<file path="src/mtm_pkg.sv">
// ----------------------------------------------------------------------------
// mtm_pkg
// Types and codes shared by the membership table merge block.
// ----------------------------------------------------------------------------
package mtm_pkg;

  localparam int unsigned IdW  = 64;
  localparam int unsigned CtrW = 16;

  localparam logic [1:0] ModeUp     = 2'd0;
  localparam logic [1:0] ModeDown   = 2'd1;
  localparam logic [1:0] ModeGossip = 2'd2;
  localparam logic [1:0] ModeUnused = 2'd3;

  localparam logic [1:0] StDirect   = 2'd0;
  localparam logic [1:0] StIndirect = 2'd1;
  localparam logic [1:0] StDead     = 2'd2;
  localparam logic [1:0] StUnused   = 2'd3;

  localparam logic [2:0] OutSame     = 3'd0;
  localparam logic [2:0] OutInserted = 3'd1;
  localparam logic [2:0] OutUpdated  = 3'd2;
  localparam logic [2:0] OutRefute   = 3'd3;
  localparam logic [2:0] OutUnknown  = 3'd4;
  localparam logic [2:0] OutFull     = 3'd5;

  localparam logic [1:0] RegSelfHigh = 2'd0;
  localparam logic [1:0] RegSelfLow  = 2'd1;

  typedef struct packed {
    logic [IdW-1:0]         id_high;
    logic [IdW-1:0]         id_low;
    logic signed [CtrW-1:0] counter;
    logic [1:0]             state;
  } entry_t;

  typedef struct packed {
    logic we;
    logic re;
  } mem_ctl_t;

endpackage

</file>
<file path="src/mtm_ctrl.sv">
// ----------------------------------------------------------------------------
// mtm_ctrl
// Request sequencer: scans the table for the id, merges, writes back.
// ----------------------------------------------------------------------------
module mtm_ctrl #(
  parameter int unsigned TABLE_DEPTH = 64,
  localparam int unsigned AddrW = $clog2(TABLE_DEPTH),
  localparam int unsigned CntW  = $clog2(TABLE_DEPTH + 1)
) (
  input  logic                                 clk_i,
  input  logic                                 rst_ni,
  input  logic                                 start,
  output logic                                 busy,
  input  logic [1:0]                           mode_i,
  input  logic [mtm_pkg::IdW-1:0]              member_id_high_i,
  input  logic [mtm_pkg::IdW-1:0]              member_id_low_i,
  input  logic signed [mtm_pkg::CtrW-1:0]      reported_counter_i,
  input  logic [1:0]                           reported_state_i,
  input  logic [mtm_pkg::IdW-1:0]              self_id_high_i,
  input  logic [mtm_pkg::IdW-1:0]              self_id_low_i,
  output mtm_pkg::mem_ctl_t                    mem_ctl_o,
  output logic [AddrW-1:0]                     mem_waddr_o,
  output mtm_pkg::entry_t                      mem_wdata_o,
  output logic [AddrW-1:0]                     mem_raddr_o,
  input  mtm_pkg::entry_t                      mem_rdata_i,
  output logic                                 done_o,
  output logic [2:0]                           outcome_o,
  output logic                                 regossip_o,
  output logic [1:0]                           forward_state_o,
  output logic signed [mtm_pkg::CtrW-1:0]      forward_counter_o,
  output logic signed [mtm_pkg::CtrW-1:0]      refute_counter_o,
  output logic                                 restart_timer_o
);

  typedef enum logic {
    ST_IDLE,
    ST_SCAN
  } state_e;

  state_e                          state_q;
  logic [1:0]                      mode_q;
  logic [mtm_pkg::IdW-1:0]         hi_q;
  logic [mtm_pkg::IdW-1:0]         lo_q;
  logic signed [mtm_pkg::CtrW-1:0] ctr_q;
  logic [1:0]                      rs_q;
  logic                            ign_q;
  logic [CntW-1:0]                 idx_q;
  logic [CntW-1:0]                 count_q;
  logic                            rd_vld_q;
  logic [AddrW-1:0]                rd_addr_q;
  logic                            done_q;
  logic [2:0]                      outcome_q;
  logic                            regossip_q;
  logic [1:0]                      fstate_q;
  logic signed [mtm_pkg::CtrW-1:0] fctr_q;
  logic signed [mtm_pkg::CtrW-1:0] refute_q;
  logic                            timer_q;

  logic                            accept;
  logic                            hit;
  logic                            miss;
  logic                            finish;
  logic                            full;
  logic                            is_self;
  logic                            re;
  logic                            we;
  logic [AddrW-1:0]                waddr;
  mtm_pkg::entry_t                 wentry;
  logic                            count_inc;
  logic [2:0]                      outcome_d;
  logic                            regossip_d;
  logic                            timer_d;
  logic signed [mtm_pkg::CtrW-1:0] refute_d;
  logic [1:0]                      rs_norm;

  assign accept  = start && (state_q == ST_IDLE);
  assign hit     = rd_vld_q && (mem_rdata_i.id_high == hi_q) && (mem_rdata_i.id_low == lo_q);
  assign miss    = !rd_vld_q && (idx_q == count_q);
  assign finish  = (state_q == ST_SCAN) && (ign_q || hit || miss);
  assign full    = (count_q == CntW'(TABLE_DEPTH));
  assign is_self = (hi_q == self_id_high_i) && (lo_q == self_id_low_i);
  assign re      = (state_q == ST_SCAN) && !finish && (idx_q < count_q);
  assign rs_norm = (reported_state_i == mtm_pkg::StDirect) ? mtm_pkg::StIndirect
                                                           : reported_state_i;

  always_comb begin
    we          = 1'b0;
    waddr       = rd_addr_q;
    wentry      = mem_rdata_i;
    count_inc   = 1'b0;
    outcome_d   = mtm_pkg::OutSame;
    regossip_d  = 1'b0;
    timer_d     = 1'b0;
    refute_d    = '0;
    if (!ign_q) begin
      if (!hit) begin
        wentry.id_high = hi_q;
        wentry.id_low  = lo_q;
        wentry.counter = ctr_q;
        wentry.state   = (mode_q == mtm_pkg::ModeUp) ? mtm_pkg::StDirect : rs_q;
        waddr          = count_q[AddrW-1:0];
        if (mode_q == mtm_pkg::ModeDown) begin
          outcome_d = mtm_pkg::OutUnknown;
        end else if (full) begin
          outcome_d = mtm_pkg::OutFull;
        end else begin
          we         = 1'b1;
          count_inc  = 1'b1;
          outcome_d  = mtm_pkg::OutInserted;
          regossip_d = (mode_q == mtm_pkg::ModeGossip);
        end
        timer_d = (mode_q == mtm_pkg::ModeUp);
      end else begin
        unique case (mode_q)
          mtm_pkg::ModeUp: begin
            timer_d = 1'b1;
            if (mem_rdata_i.counter < ctr_q) begin
              wentry.counter = ctr_q;
              wentry.state   = mtm_pkg::StDirect;
              we             = 1'b1;
              outcome_d      = mtm_pkg::OutUpdated;
            end else if (mem_rdata_i.counter == ctr_q &&
                         mem_rdata_i.state == mtm_pkg::StIndirect) begin
              wentry.state = mtm_pkg::StDirect;
              we           = 1'b1;
              outcome_d    = mtm_pkg::OutUpdated;
            end
          end
          mtm_pkg::ModeDown: begin
            timer_d = 1'b1;
            if (mem_rdata_i.state != mtm_pkg::StDead) begin
              wentry.state = mtm_pkg::StDead;
              we           = 1'b1;
              outcome_d    = mtm_pkg::OutUpdated;
            end
          end
          default: begin
            if (is_self && rs_q == mtm_pkg::StDead) begin
              outcome_d = mtm_pkg::OutRefute;
              refute_d  = ctr_q;
            end else if (mem_rdata_i.counter == ctr_q && rs_q == mtm_pkg::StDead &&
                         mem_rdata_i.state != mtm_pkg::StDead) begin
              wentry.state = mtm_pkg::StDead;
              we           = 1'b1;
              outcome_d    = mtm_pkg::OutUpdated;
              regossip_d   = 1'b1;
            end else if (mem_rdata_i.counter < ctr_q) begin
              wentry.counter = ctr_q;
              wentry.state   = rs_q;
              we             = 1'b1;
              outcome_d      = mtm_pkg::OutUpdated;
              regossip_d     = 1'b1;
            end
          end
        endcase
      end
    end
  end

  always_ff @(posedge clk_i or negedge rst_ni) begin
    if (!rst_ni) begin
      state_q  <= ST_IDLE;
      count_q  <= '0;
      idx_q    <= '0;
      rd_vld_q <= 1'b0;
      done_q   <= 1'b0;
    end else begin
      done_q <= 1'b0;
      unique case (state_q)
        ST_IDLE: begin
          if (accept) begin
            state_q  <= ST_SCAN;
            mode_q   <= mode_i;
            hi_q     <= member_id_high_i;
            lo_q     <= member_id_low_i;
            ctr_q    <= reported_counter_i;
            rs_q     <= rs_norm;
            ign_q    <= (mode_i == mtm_pkg::ModeUnused) ||
                        (mode_i == mtm_pkg::ModeGossip &&
                         reported_state_i == mtm_pkg::StUnused);
            idx_q    <= '0;
            rd_vld_q <= 1'b0;
          end
        end
        ST_SCAN: begin
          rd_vld_q <= re;
          if (re) begin
            rd_addr_q <= idx_q[AddrW-1:0];
            idx_q     <= idx_q + 1'b1;
          end
          if (finish) begin
            state_q    <= ST_IDLE;
            done_q     <= 1'b1;
            outcome_q  <= outcome_d;
            regossip_q <= regossip_d;
            fstate_q   <= regossip_d ? rs_q : 2'd0;
            fctr_q     <= regossip_d ? ctr_q : '0;
            refute_q   <= refute_d;
            timer_q    <= timer_d;
            if (count_inc) begin
              count_q <= count_q + 1'b1;
            end
          end
        end
        default: state_q <= ST_IDLE;
      endcase
    end
  end

  assign busy              = (state_q != ST_IDLE);
  assign mem_ctl_o.we      = finish && we;
  assign mem_ctl_o.re      = re;
  assign mem_waddr_o       = waddr;
  assign mem_wdata_o       = wentry;
  assign mem_raddr_o       = idx_q[AddrW-1:0];
  assign done_o            = done_q;
  assign outcome_o         = outcome_q;
  assign regossip_o        = regossip_q;
  assign forward_state_o   = fstate_q;
  assign forward_counter_o = fctr_q;
  assign refute_counter_o  = refute_q;
  assign restart_timer_o   = timer_q;

endmodule

</file>
<file path="config.mk">
export PLATFORM = sky130hd
export DESIGN_NAME = mtm_ctrl
export DESIGN_NICKNAME = d
export VERILOG_FILES = /design/src/mtm_pkg.sv /design/src/mtm_ctrl.sv
export SDC_FILE = /design/constraint.sdc
export NUM_CORES = 1
export LEC_CHECK = 0
export BUFFER_PORTS_ARGS = -buffer_cell sky130_fd_sc_hd__buf_2
export CAP_MARGIN = 5
export CORE_AREA = 2 2 242 244
export DETAILED_ROUTE_END_ITERATION = 8
export DIE_AREA = 0 0 244 246
export PLACE_DENSITY = 0.47
export SYNTH_ARGS = -nofsm -noshare
export SYNTH_HDL_FRONTEND = slang
export SYNTH_SLANG_ARGS = --single-unit
</file>
<file path="constraint.sdc">
create_clock -name clk_i -period 5.7 [get_ports clk_i]
set_clock_uncertainty 0.05 [all_clocks]
set_input_delay 0.285 -clock clk_i [delete_from_list [all_inputs] [get_ports clk_i]]
set_output_delay 0.285 -clock clk_i [all_outputs]
set_load 0.03 [all_outputs]
</file>
==> impl_results.md <==
* DR vias at 13.5k
* Highest-count cells in the layout ignoring fill and taps: 625 x buf_2, 194 x edfxtp_1, 150 x dlygate4sd3_1, 135 x nor2b_1, 113 x xor2_1
* Total power at ~4.7 mW
* Worst Setup End Kind: primary output
* Critical Path Max Stage Delay at around 960 ps
* Fillers at a little under 6k
* Global-route wire length before repair at approximately 100 mm
* FF/Latch Area at 6250 um^2
* Hpwl dp at between 60 and 70 mm
* Critical path class: reg2out
* Tot GR Track Use at 0.237
* Worst-path clk slew at approximately 60 ps
* Initial DRT Pass Iterations at 5
* FFs w/ async S/R, synth at 0.0806
* Synth area leaders: edfxtp_1 42%, xor2_1 7.2%, mux2_2 6.7%, nor2b_1 6.2%, mux2_1 3.3%
* Delay-heaviest family, CP: simple AND/OR/NAND/NOR gates
* Routability Congestion at just under 1
* Status: complete, no violations
* Crit-path slowest cell: nor4_1
* Yosys Warn Count at 0
* H-tree levels at 1
* Cts bufs inserted at 28
* CTS tree: yes
* Cell row count at 88
* Routed vias/inst at 4.79
* Mapped Nets at 1,700
* Largest net degree at the start of global routing at 95
* Initial Util at 0.239
* LEAKAGE at 8.37 nW
* Setup_tns at 0 ps
* Hold Vio Cnt, Final at 0
* Final min period at between 5000 and 6000 ps
* Post-route DRC at 0
* DRT iter0 DRCs at 726
* Antenna violations before repair at 21
* Max Fclk at ~180 MHz
* Root Driver: clkbuf_16
* WHS at 167 ps
* Hold Crit Class: in2async
* Die height at approximately 250 um
* Die width at 244 um
* Most common cell after layout, fill and taps aside: buf_2
* Full die area at around 60,000 um^2
* Placed cell count at around 2.6k
* Area of the multi-input gates at 6940 um^2
* Synth top area share at 0.425
* # setup viols final at 0
* Post-synth EDFFs at around 190
* CTS sink cnt at 211
* Synthesized area per cell at 11.0 um^2
* CP bufs+invs at 3
* Vias in the first global route at 14.0k
* Critical-path cell list: xor2_1 > nor4_1 > nand4_1 > nor4_1 > a41oi_4 > buf_4 > buf_4 > mux2_1 > buf_2
* Register area share after synthesis at 0.456
* Critical path launch point type: flip-flop
* Area Growth Syn to Fin at 47.0%
* Fin nets at between 2k and 2.5k
* WL final at roughly 74 mm
* DR WL/cell at 26.2 um
* RSZ-0062 raised after global routing: false
* Slew Limit Headroom at 0.245
* Grt total ovfl at 0
* Area leader, netlist: edfxtp_1
* Post-synth top flop: edfxtp_1
* Final ANT Viol Nets at 0
* Slew @ Worst Pin at 1130 ps
* Fraction of final layout cells sized beyond drive strength 1 at 0.387
* Synthesized cell area at 13,700 um^2
* Crit Path Max Fanout at between 50 and 60
* I/O pin cnt at ~630
* Synth Register Bits at 211
* Crit share post-route at 0.957
* Crit path required time at 5370 ps
* # Post-CTS Setup Buffers at 0
* Max-cap violation count at 0
* IO buf count at approximately 630
* Netlist cell types at 65
* Worst-Skew Late Latency at between 500 and 600 ps
* Crit path DAT at roughly 5100 ps
* Post-Place Worst Slack at 747 ps
* Worst setup margin at 244 ps
* Core area at between 50,000 and 60,000 um^2
* Pins Over Slew Limit at 0
* Clk buf depth at 3
* Post-synthesis cell count at roughly 1.2k
* Post-Layout Cell Count at between 2k and 3k
* Peak supply drop at between 0.2 and 0.25 mV
* P per Cell Area at about 230 nW/um^2
sequential cells by signal (all words and copies together) (netlist names):
register,cells
ign_q,1
regossip_o,1
hi_q,64
rs_q,2
lo_q,64
rd_vld_q,1
restart_timer_o,1
done_o,1
count_q,7
rd_addr_q,6
busy,1
forward_counter_o,16
mode_q,2
forward_state_o,2
outcome_o,3
idx_q,7
refute_counter_o,16
ctr_q,16
power by group:
| part | internal, mW | leakage [nW] | switching, mW |
|---|---|---|---|
| sequential | 1.77 | 2.01 | 0.0871 |
| clock | 1.05 | 0.438 | 0.736 |
| combinational | 0.419 | 5.92 | 0.614 |
| total | 3.25 | 8.37 | 1.44 |
area by class of cell:
type / instances / area share
repair buffers: 791 / 0.236
clock buffers: 32 / 0.0366
diodes: 14 / 0.00174
multi-input cells: 912 / 0.345
well taps: 765 / 0.0475
flip-flops and latches: 211 / 0.310
inverters: 80 / 0.0149
clock inverters: 18 / 0.00832
Yosys cell counts, types with 3 or more instances:
cell and n:
clkbuf_1 16, mux2i_1 6, o21ai_0 26, ha_1 26, and2_1 23, a2111o_1 4
a2111oi_0 26, nand4b_1 3, and3_1 4, nand2_1 59, buf_1 8, buf_2 7
nand2b_1 21, o21a_1 4, a211oi_1 3, nand3_1 22, nor3_1 16, mux2_2 81
a22oi_2 10, a21oi_1 11, inv_1 79, a21o_1 4, xor2_1 113, o2111ai_1 6
a22oi_1 5, mux2_1 40, o22ai_1 15, nor2b_1 135, dfrtp_1 17, or4_1 9
nor3_2 10, edfxtp_1 194, o221ai_1 3, buf_6 3, nor2_1 31, nand4_1 41
xnor2_1 45, buf_4 12, a211o_1 3, nor4_1 64, o211ai_1 17
through the flow:
stage / utilization / area [um^2]
finish: 0.351 / 20200
global route: 0.351 / 20100
CTS: 0.351 / 20100
detailed placement: 0.309 / 17700
global placement: 0.309 / 17700
floorplan: - / 13700
per-layer routing:
layer | GRT usage | wire [um] | vias up
li1 | - | - | 6194
met1 | 0.270 | 28100 | 6591
met2 | 0.437 | 38500 | 604
met3 | 0.0402 | 4400 | 126
met4 | 0.0952 | 3050 | 4
met5 | 0 | 26 | -
worst paths after layout:
kind | from | to | slack [ps] | cells after the start
max | lo_q[58]$_DFFE_PP_ | mem_wdata_o[97] | 240 | 9
min | rst_ni | count_q[2]$_DFFE_PN0P_ | 170 | 2
max reg2reg | lo_q[58]$_DFFE_PP_ | forward_counter_o[2]$_SDFFCE_PN0P_ | 980 | 8
min reg2reg | idx_q[6]$_DFFE_PN0P_ | idx_q[6]$_DFFE_PN0P_ | 500 | 2
max in group asynchronous | rst_ni | busy$_DFF_PN0_ | 5100 | 2
min in group clk_i | member_id_high_i[30] | hi_q[30]$_DFFE_PP_ | 360 | 2
what timing repair did:
item / in CTS / in global routing
endpoints found under the hold margin: 167 / 0
endpoints found under the setup margin: 0 / 1
hold buffers: 150 / 0
resized for setup: 0 / 1
logic make-up (layout without fill, tap and decap cells):
family	count (synthesis)	in the layout	share of synthesized area
and+or+nand+nor	450	450	0.191
DFF	211	211	0.456
xor gates and xnor gates	158	158	0.101
AOI/OAI and AO/OA	151	151	0.0845
muxes	127	127	0.104
buffers and inverters	126	921	0.0401
adders and majority gates	26	26	0.0237
other	0	14	0
Note: power is estimated with default switching activity, not from simulation.
